[src/rtl/core/brrm_pkg.sv]
`default_nettype none

package brrm_pkg;

  localparam int NUM_VALUES = 32;
  localparam int IDX_W = (NUM_VALUES > 1) ? $clog2(NUM_VALUES) : 1;
  localparam int CNT_W = $clog2(NUM_VALUES + 1);
  localparam int VAL_W = 64;
  localparam int CMD_W = 3;

  typedef enum logic [CMD_W-1:0] {
    CMD_CLEAR  = 3'd0,
    CMD_LOAD   = 3'd1,
    CMD_STAGE  = 3'd2,
    CMD_RANGE  = 3'd3,
    CMD_REPORT = 3'd4
  } cmd_t;

  typedef enum logic [2:0] {
    ST_IDLE  = 3'b001,
    ST_REMAP = 3'b010,
    ST_MIN   = 3'b100
  } state_t;

endpackage

`default_nettype wire

[src/rtl/core/batch_range_remap_min.sv]
`default_nettype none

// Holds up to NUM_VALUES 64-bit values in a synchronous memory with one read port and one
// write port, and remaps them through range entries or reports their minimum. Clear, load
// and stage commands are handled in the idle state. A range entry or a report on a non-empty
// batch walks the held values one per cycle through the read port, and a remapped value is
// written back in the cycle after its read. in_ready stays low after such a transfer until
// the walk is done and the block is back in idle, where the next transfer can be accepted.
// A report produces one result transfer; the result waits in an output register
// while loads and other commands continue, and only a second report waits for it.
// Value storage has no reset; the moved marks and the count are cleared at reset.
module batch_range_remap_min (
  input  wire logic                          clk,
  input  wire logic                          rst_n,
  input  wire logic                          in_valid,
  output logic                               in_ready,
  input  wire logic [brrm_pkg::CMD_W-1:0]    in_command,
  input  wire logic [brrm_pkg::VAL_W-1:0]    in_value,
  input  wire logic [brrm_pkg::VAL_W-1:0]    in_dest_start,
  input  wire logic [brrm_pkg::VAL_W-1:0]    in_src_start,
  input  wire logic [brrm_pkg::VAL_W-1:0]    in_range_length,
  output logic                               out_valid,
  input  wire logic                          out_ready,
  output logic [brrm_pkg::VAL_W-1:0]         out_min_value,
  output logic                               out_empty_res
);

  localparam int VW = brrm_pkg::VAL_W;
  localparam int IW = brrm_pkg::IDX_W;
  localparam int CW = brrm_pkg::CNT_W;
  localparam int NV = brrm_pkg::NUM_VALUES;

  logic [VW-1:0] mem [NV];
  logic [VW-1:0] rdata_r;

  brrm_pkg::state_t state_r, state_nxt;
  logic [CW-1:0] count_r, count_nxt;
  logic [NV-1:0] marks_r, marks_nxt;
  logic [CW-1:0] issue_r, issue_nxt;
  logic          pend_r, pend_nxt;
  logic [IW-1:0] pend_idx_r, pend_idx_nxt;
  logic [VW-1:0] dst_r, dst_nxt, src_r, src_nxt, len_r, len_nxt;
  logic [VW-1:0] best_r, best_nxt;
  logic          first_r, first_nxt;
  logic          out_valid_r, out_valid_nxt;
  logic [VW-1:0] out_min_r, out_min_nxt;
  logic          out_empty_r, out_empty_nxt;

  logic          re, we;
  logic [IW-1:0] raddr, waddr;
  logic [VW-1:0] wdata;
  logic [VW:0]   diff;
  logic          hit;
  logic          accept;
  logic          issue_more;

  assign in_ready = (state_r == brrm_pkg::ST_IDLE) &&
                    (!out_valid_r || (in_command != brrm_pkg::CMD_REPORT));
  assign accept = in_valid && in_ready;
  assign out_valid = out_valid_r;
  assign out_min_value = out_min_r;
  assign out_empty_res = out_empty_r;

  assign diff = {1'b0, rdata_r} - {1'b0, src_r};
  assign hit = !diff[VW] && (diff[VW-1:0] < len_r) && !marks_r[pend_idx_r];
  assign issue_more = (issue_r < count_r);

  always_comb begin
    state_nxt = state_r;
    count_nxt = count_r;
    marks_nxt = marks_r;
    issue_nxt = issue_r;
    pend_nxt = 1'b0;
    pend_idx_nxt = pend_idx_r;
    dst_nxt = dst_r;
    src_nxt = src_r;
    len_nxt = len_r;
    best_nxt = best_r;
    first_nxt = first_r;
    out_valid_nxt = out_valid_r && !out_ready;
    out_min_nxt = out_min_r;
    out_empty_nxt = out_empty_r;
    re = 1'b0;
    raddr = issue_r[IW-1:0];
    we = 1'b0;
    waddr = count_r[IW-1:0];
    wdata = in_value;

    case (state_r)
      brrm_pkg::ST_IDLE: begin
        if (accept) begin
          case (in_command)
            brrm_pkg::CMD_CLEAR: begin
              count_nxt = '0;
              marks_nxt = '0;
            end
            brrm_pkg::CMD_LOAD: begin
              if (count_r < CW'(NV)) begin
                we = 1'b1;
                marks_nxt[count_r[IW-1:0]] = 1'b0;
                count_nxt = count_r + 1'b1;
              end
            end
            brrm_pkg::CMD_STAGE: begin
              marks_nxt = '0;
            end
            brrm_pkg::CMD_RANGE: begin
              dst_nxt = in_dest_start;
              src_nxt = in_src_start;
              len_nxt = in_range_length;
              issue_nxt = '0;
              if (count_r != '0) begin
                state_nxt = brrm_pkg::ST_REMAP;
              end
            end
            brrm_pkg::CMD_REPORT: begin
              issue_nxt = '0;
              first_nxt = 1'b1;
              if (count_r == '0) begin
                out_valid_nxt = 1'b1;
                out_min_nxt = '0;
                out_empty_nxt = 1'b1;
              end else begin
                state_nxt = brrm_pkg::ST_MIN;
              end
            end
            default: begin
            end
          endcase
        end
      end
      brrm_pkg::ST_REMAP: begin
        if (issue_more) begin
          re = 1'b1;
          pend_nxt = 1'b1;
          pend_idx_nxt = issue_r[IW-1:0];
          issue_nxt = issue_r + 1'b1;
        end
        if (pend_r && hit) begin
          we = 1'b1;
          waddr = pend_idx_r;
          wdata = dst_r + diff[VW-1:0];
          marks_nxt[pend_idx_r] = 1'b1;
        end
        if (!issue_more && !pend_r) begin
          state_nxt = brrm_pkg::ST_IDLE;
        end
      end
      brrm_pkg::ST_MIN: begin
        if (issue_more) begin
          re = 1'b1;
          pend_nxt = 1'b1;
          pend_idx_nxt = issue_r[IW-1:0];
          issue_nxt = issue_r + 1'b1;
        end
        if (pend_r) begin
          first_nxt = 1'b0;
          if (first_r || (rdata_r < best_r)) begin
            best_nxt = rdata_r;
          end
        end
        if (!issue_more && !pend_r) begin
          out_valid_nxt = 1'b1;
          out_min_nxt = best_r;
          out_empty_nxt = 1'b0;
          state_nxt = brrm_pkg::ST_IDLE;
        end
      end
      default: begin
        state_nxt = brrm_pkg::ST_IDLE;
      end
    endcase
  end

  always_ff @(posedge clk) begin
    if (we) begin
      mem[waddr] <= wdata;
    end
    if (re) begin
      rdata_r <= mem[raddr];
    end
  end

  always_ff @(posedge clk) begin
    if (!rst_n) begin
      state_r <= brrm_pkg::ST_IDLE;
      count_r <= '0;
      marks_r <= '0;
      issue_r <= '0;
      pend_r <= 1'b0;
      first_r <= 1'b0;
      out_valid_r <= 1'b0;
    end else begin
      state_r <= state_nxt;
      count_r <= count_nxt;
      marks_r <= marks_nxt;
      issue_r <= issue_nxt;
      pend_r <= pend_nxt;
      first_r <= first_nxt;
      out_valid_r <= out_valid_nxt;
    end
  end

  always_ff @(posedge clk) begin
    pend_idx_r <= pend_idx_nxt;
    dst_r <= dst_nxt;
    src_r <= src_nxt;
    len_r <= len_nxt;
    best_r <= best_nxt;
    out_min_r <= out_min_nxt;
    out_empty_r <= out_empty_nxt;
  end

endmodule

`default_nettype wire

[config.mk]
export PLATFORM = sky130hd
export DESIGN_NAME = batch_range_remap_min
export DESIGN_NICKNAME = d
export VERILOG_FILES = /design/src/rtl/core/brrm_pkg.sv /design/src/rtl/core/batch_range_remap_min.sv
export SDC_FILE = /design/constraint.sdc
export NUM_CORES = 2
export LEC_CHECK = 0
export BUFFER_PORTS_ARGS = -buffer_cell sky130_fd_sc_hd__buf_2
export CAP_MARGIN = 20
export CORE_UTILIZATION = 50
export DETAILED_ROUTE_END_ITERATION = 8
export HOLD_SLACK_MARGIN = 0.05
export PLACE_DENSITY = 0.76
export REMOVE_ABC_BUFFERS = 1
export SLEW_MARGIN = 20
export SYNTH_ARGS = -nofsm -noshare
export SYNTH_HDL_FRONTEND = slang
export SYNTH_SLANG_ARGS = --single-unit
[constraint.sdc]
create_clock -name clk -period 16.05 [get_ports clk]
set_input_delay 0.8025 -clock clk [delete_from_list [all_inputs] [get_ports clk]]
set_output_delay 0.8025 -clock clk [all_outputs]
set_load 0.02 [all_outputs]
# Yosys cells after proc, flatten, opt, wreduce, memory -nomap -nowiden
# Memories as Yosys holds them, arrays and structs flattened. A register that Yosys moved wholly into a read port is not among the register bits.
# Index checks and enable logic that the tools add are counted.
dict set report totals {
  reg_bits 376
  mem_bits_rw 2048
  mem_count 1
}
dict set report op_classes {
  add_sub_neg 4
  n_lt_le_gt_ge 8
  eq_ne 23
  n_mux 55
  n_bitwise 3
  reduce_logical 36
}
# name words width read_ports rd_clocked_by_memory_dff wr line
set memory_table {}
lappend memory_table {mem 32 64 1 1 1 batch_range_remap_min.sv:33} ;# logic [VW-1:0] mem [NV];
# operator n
set ops {}
lappend ops {{$mux 64} 6}
lappend ops {{$lt 64x64->1} 2}
lappend ops {{$pmux 32 s2} 2}
lappend ops {{$pmux 64 s2} 1}
lappend ops {{$mux 32} 3}
lappend ops {{$sub 64x64->65} 1}
lappend ops {{$add 64x64->64} 1}
lappend ops {{$and 32x32->32} 1}
lappend ops {{$not 32->32} 1}
lappend ops {{$or 32x32->32} 1}
lappend ops {{$mux 6} 4}
lappend ops {{$pmux 6 s2} 2}
lappend ops {{$mux 1} 22}
lappend ops {{$reduce_and 5->1} 3}
lappend ops {{$add 6x1->6 const B} 2}
lappend ops {{$lt 5x6->1 const B} 2}
lappend ops {{$mux 3} 4}
lappend ops {{$ne 2x2->1 const B} 6}
lappend ops {{$ne 3x3->1 const B} 4}
lappend ops {{$pmux 3 s2} 2}
lappend ops {{$reduce_and 4->1} 3}
lappend ops {{$demux 1 s5} 2}
lappend ops {{$ge 5x1->1 const B} 2}
lappend ops {{$mux 5} 2}
lappend ops {{20 further kinds} 50}

# Depth between registers and ports, before layout
dict set report depth {
  ltp_word 10
  ltp_mapped 28
}

# Least setup slack after synthesis
# No wires, ideal clock.
dict set report synth_path {
  kind {input port to flip-flop}
  start {in in_command[0] (netlist name)}
  end {reg dst_r[0] (enable)}
  setup_ns 0.747
  arrival_time_ns 9.650
  setup_slack_ns 5.653
  path_stages 5
  cell_sequence {nor2_1 > and2_1 > a21oi_1 > nand2_1 > nor2_1}
}
dict set report synth_via {
  elab_chain_cells 5
}
# element line
set synth_lines {}
lappend synth_lines {{from (decl)} batch_range_remap_min.sv:17} ;# input wire logic [brrm_pkg::CMD_W-1:0] in_command,
lappend synth_lines {{$ne 3x3->1} batch_range_remap_min.sv:58} ;# (!out_valid_r || (in_command != brrm_pkg::CMD_REPORT));
lappend synth_lines {{$logic_or 1x1->1} batch_range_remap_min.sv:58}
lappend synth_lines {{$logic_and 1x1->1} batch_range_remap_min.sv:57} ;# assign in_ready = (state_r == brrm_pkg::ST_IDLE) &&
lappend synth_lines {{net in_ready} batch_range_remap_min.sv:16} ;# output logic in_ready,
lappend synth_lines {{$logic_and 1x1->1} batch_range_remap_min.sv:59} ;# assign accept = in_valid && in_ready;
lappend synth_lines {{$reduce_and 3->1 (no line)} --}
lappend synth_lines {{to (signal assigned)} batch_range_remap_min.sv:206} ;# dst_r <= dst_nxt;
lappend synth_lines {{to (decl)} batch_range_remap_min.sv:42} ;# logic [VW-1:0] dst_r, dst_nxt, src_r, src_nxt, len_r, len_nxt;
# The timed path passes the listed nets, and every way through them passes these cells.
# A chain may end at the register's enable or synchronous reset.

# Worst setup path after layout
dict set report layout_path {
  start {reg rdata_r[29] (read register of mem)}
  end {mem mem[23][11] (netlist name) (enable)}
}
dict set report layout_via {
  elab_chain_cells 9
}
# element line
set layout_lines {}
lappend layout_lines {{from (decl)} batch_range_remap_min.sv:34} ;# logic [VW-1:0] rdata_r;
lappend layout_lines {{$sub 64x64->65 *} batch_range_remap_min.sv:64} ;# assign diff = {1'b0, rdata_r} - {1'b0, src_r};
lappend layout_lines {{$lt 64x64->1 or $logic_not 1->1 (tied branches)} batch_range_remap_min.sv:65} ;# assign hit = !diff[VW] && (diff[VW-1:0] < len_r) && !marks_r[pend_idx_r];
lappend layout_lines {{$logic_and 1x1->1 * (2 in series)} batch_range_remap_min.sv:65}
lappend layout_lines {{$logic_and 1x1->1 *} batch_range_remap_min.sv:139} ;# if (pend_r && hit) begin
lappend layout_lines {{$mux 1} batch_range_remap_min.sv:139}
lappend layout_lines {{$pmux 1 s2} batch_range_remap_min.sv:89} ;# case (state_r)
lappend layout_lines {{$mux 1} batch_range_remap_min.sv:176} ;# if (we) begin
lappend layout_lines {{$mux 1 (not written as such)} batch_range_remap_min.sv:177} ;# mem[waddr] <= wdata;
lappend layout_lines {{to (decl)} batch_range_remap_min.sv:33}
# Mark *: on every way between the ends. The rest lies on a longest branch, timed or not.

==> flow_summary_export.csv <==
group,metric,value,unit
placed_design,numPortBuffers,329,
logic_synthesis,avgSynthCellArea,18.8,sq um
clock_tree,clock-sinks,2488,
clock_tree,post-cts-setup-buffer-count,0,
clock_tree,path_clk_slew,0.07,ns
logic_synthesis,yosysUniqueCellTypes,77,
sta,layout_setup_ws,6.69,ns
sta,tightest_slew,1.30,ns
clock_tree,numCtsBuffers,236,
power_and_ir_drop,vdd_ir_drop_max,0.115,mV
sta,rsz0062_at_grt,"false",
clock_tree,hold_buffers,37,
sta,period_share,58.3,%
placed_design,dp.cells,8541,
critical_path,cp_num_buf_inv,2,
grt,antenna_found_initial,29,
critical_path,crit_arrival,9.87,ns
layout,most-common-layout-cells,"edfxtp_1, mux4_2, buf_2",
hold_path,hp-class,"in -> reg",
critical_path,cp-start-kind,"register",
run_status,status,"finished clean",
sta,hold_violations,0,
grt,track_usage,29.3,%
floorplan,boundaryPins,330,
floorplan,initial_core_util,50.3,%
clock_tree,cts_resized,0,
layout,instances_no_fill,9042,
sta,setup_viol,0,
routing,wl_per_cell,34.1,um
critical_path,crit_required,16.56,ns
placed_design,dpl_cell_area,0.110,sq mm
placed_design,gp_congestion,0.992,
critical_path,crit_type,"reg -> reg",
grt,grt_max_degree,146,
grt,grt_pass1_wl,431000,um
sta,relSlewSlack,12.9,%
routing,vias,57400,
sta,fmax,107,MHz
critical_path,cp_common_cell,"a21oi_1",
routing,drt_drc_violations_left,0,
logic_synthesis,netlist_area,0.104,sq mm
floorplan,die_w,458,um
power_and_ir_drop,power_density,112,mW/mm^2
power_and_ir_drop,seq_power_share,53.9,%
critical_path,worstPathMaxFanout,89,
clock_tree,max-clock-path-buffers,3,
grt,overflow,0,
clock_tree,cts_tree,"built",
layout,layout.nets,6558,
floorplan,std_cell_rows,167,
routing,first_iter_violations,7698,
routing,antenna_left,0,
critical_path,critical-path-top-delay-family,"compound AO/OA/AOI/OAI gates",
sta,slew_viol_final,0,
logic_synthesis,ys_ff_latch,2488,
power_and_ir_drop,comb_power_share,3.2,%
logic_synthesis,synthCells,5541,
critical_path,end_kind,"register",
layout,layout-drive-gt1-share,26.6,%
floorplan,dieArea,0.210,sq mm
clock_tree,cts_root_buf,"clkbuf_16",
logic_synthesis,ys_warn_count,0,
sta,fin_crit,9.36,ns
job,max-cap-violations,0,
logic_synthesis,synth_flop_cell,"edfxtp_1",
power_and_ir_drop,p_sw,2.80,mW
logic_synthesis,yosysSeqAreaShare,71.2,%
layout,synthToLayoutAreaGrowth,13.7,%
clock_tree,insertion_delay,0.91,ns
placed_design,dp_worst_setup_slack,6.87,ns
layout,final_area,0.118,sq mm
floorplan,core,0.207,sq mm
critical_path,cp_slowest_cell,"nor2_4",
floorplan,die_h,458,um
power_and_ir_drop,power,13.3,mW
layout,layout_commonest_cell,"edfxtp_1",
power_and_ir_drop,intPower,10.5,mW
routing,finalWirelength,309000,um
logic_synthesis,async_flop_share,0,%
routing,vias_per_cell,6.35,
layout,finish.utilization,57.2,%
power_and_ir_drop,cellLeakagePower,39.2,nW
logic_synthesis,synth_edf_count,2438,
routing,first_pass_iters,6,
placed_design,hpwl,202000,um
grt,grt_pass1_vias,57200,
sta,fin_tns_setup,0,ns
sta,whs,0.0995,ns
power_and_ir_drop,p_sw_share,21.1,%
power_and_ir_drop,power_frac_clock,42.8,%
clock_tree,h-tree-depth,4,
critical_path,worstPathCellList,"ha_1 > nand2_1 > o21ai_0 > a221o_1 > a211oi_1 > o21ai_0 > a21oi_1 > o21a_1 > o311ai_1 > a21oi_1 > nor4_1 > ha_1 > nand4_1 > nor2_1 > nand3_1 > a21oi_1 > or4_1 > nor3_1 > o31ai_4 > buf_12 > mux2i_1 > nor2_4 > buf_4",
critical_path,critPathMaxStageDelay,0.95,ns
sta,fin_skew,0.0806,ns
[sequential cells by signal (all words and copies together), names as in the netlist, 5 cells and up]
signal         cells
count_r            6
src_r             64
out_min_value     64
rdata_r           64
best_r            64
marks_r           32
len_r             64
dst_r             64
mem             2048
pend_idx_r         5
issue_r            6
[area by class of cell]
cell class / count / area, sq um
fillers: 14900 / 88700
well taps: 2788 / 3490
clock buffers: 286 / 6180
clock inverters: 153 / 1700
repair buffers: 499 / 3220
multi-input cells: 2563 / 28600
diodes: 23 / 57.6
inverters: 242 / 908
flip-flops and latches: 2488 / 74200
[power by group through the flow]
stage	Combinational, mW	Sequential, mW	Clock, mW
2_1_floorplan	0.187	7.30	0
5_1_grt	0.447	7.14	5.96
4_1_cts	0.418	7.14	5.72
6_report	0.430	7.14	5.68
3_3_place_gp	0.400	7.28	0
3_5_place_dp	0.409	7.28	0
[worst register-to-register path: stages, from the launching register on]
cell      delay [ns]
edfxtp_1        0.48
ha_1            0.45
nand2_1         0.18
o21ai_0         0.79
a221o_1         0.50
a211oi_1        0.09
o21ai_0         0.22
a21oi_1         0.41
o21a_1          0.34
o311ai_1        0.58
a21oi_1         0.14
nor4_1          0.50
ha_1            0.35
nand4_1         0.12
nor2_1          0.05
nand3_1         0.10
a21oi_1         0.05
or4_1           0.53
nor3_1          0.40
o31ai_4         0.21
buf_12          0.26
mux2i_1         0.57
nor2_4          0.95
buf_4           0.69
[cells in the mapped netlist, types with 16 or more instances]
library cell | instances | area, sq um
mux2_2 | 73 | 822
buf_1 | 53 | 199
nand2b_1 | 22 | 138
nand3_1 | 30 | 150
o21ai_0 | 158 | 791
nand2_1 | 227 | 852
xnor2_1 | 78 | 683
a31oi_1 | 20 | 125
nor2b_1 | 23 | 144
a211oi_1 | 46 | 345
xor2_1 | 44 | 385
nor2_1 | 218 | 818
edfxtp_1 | 2438 | 73200
mux4_2 | 647 | 14600
nand4_1 | 62 | 388
and2_1 | 16 | 100
o21bai_1 | 27 | 203
clkbuf_1 | 186 | 698
inv_1 | 241 | 905
nor3_1 | 36 | 180
dfxtp_1 | 50 | 1000
ha_1 | 263 | 3290
o21a_1 | 27 | 203
a21oi_1 | 214 | 1070
a21o_1 | 125 | 938
o221a_2 | 31 | 349
[path summary, 6_finish.rpt]
kind	end	cells after the start	start	slack (ns)
worst max-delay path	mem[23][11]	23	rdata_r[29]	6.69
worst min-delay path	len_r[12]	1	in_range_length[12]	0.1
worst max register to register	mem[23][11]	23	rdata_r[29]	6.69
worst min register to register	best_r[0]	0	rdata_r[0]	0.47
[per-layer routing]
| layer | track usage [%] | up-vias | wire (um) |
|---|---|---|---|
| li1 | - | 23500 | - |
| met1 | 37.2 | 29900 | 109000 |
| met2 | 48.0 | 3363 | 152000 |
| met3 | 3.80 | 609 | 24700 |
| met4 | 19.0 | 6 | 23700 |
| met5 | 0 | - | 36 |
[kinds of logic after synthesis]
| group | Yosys count | synth area share [%] |
|---|---|---|
| DFF | 2488 | 71.2 |
| AOI/OAI and AO/OA | 743 | 4.67 |
| muxes | 733 | 14.9 |
| and+or+nand+nor | 699 | 3.12 |
| buffers and inverters | 490 | 1.80 |
| adders and majority gates | 265 | 3.20 |
| xor gates and xnor gates | 123 | 1.05 |
No activity file was read; power rests on OpenSTA's default activity.
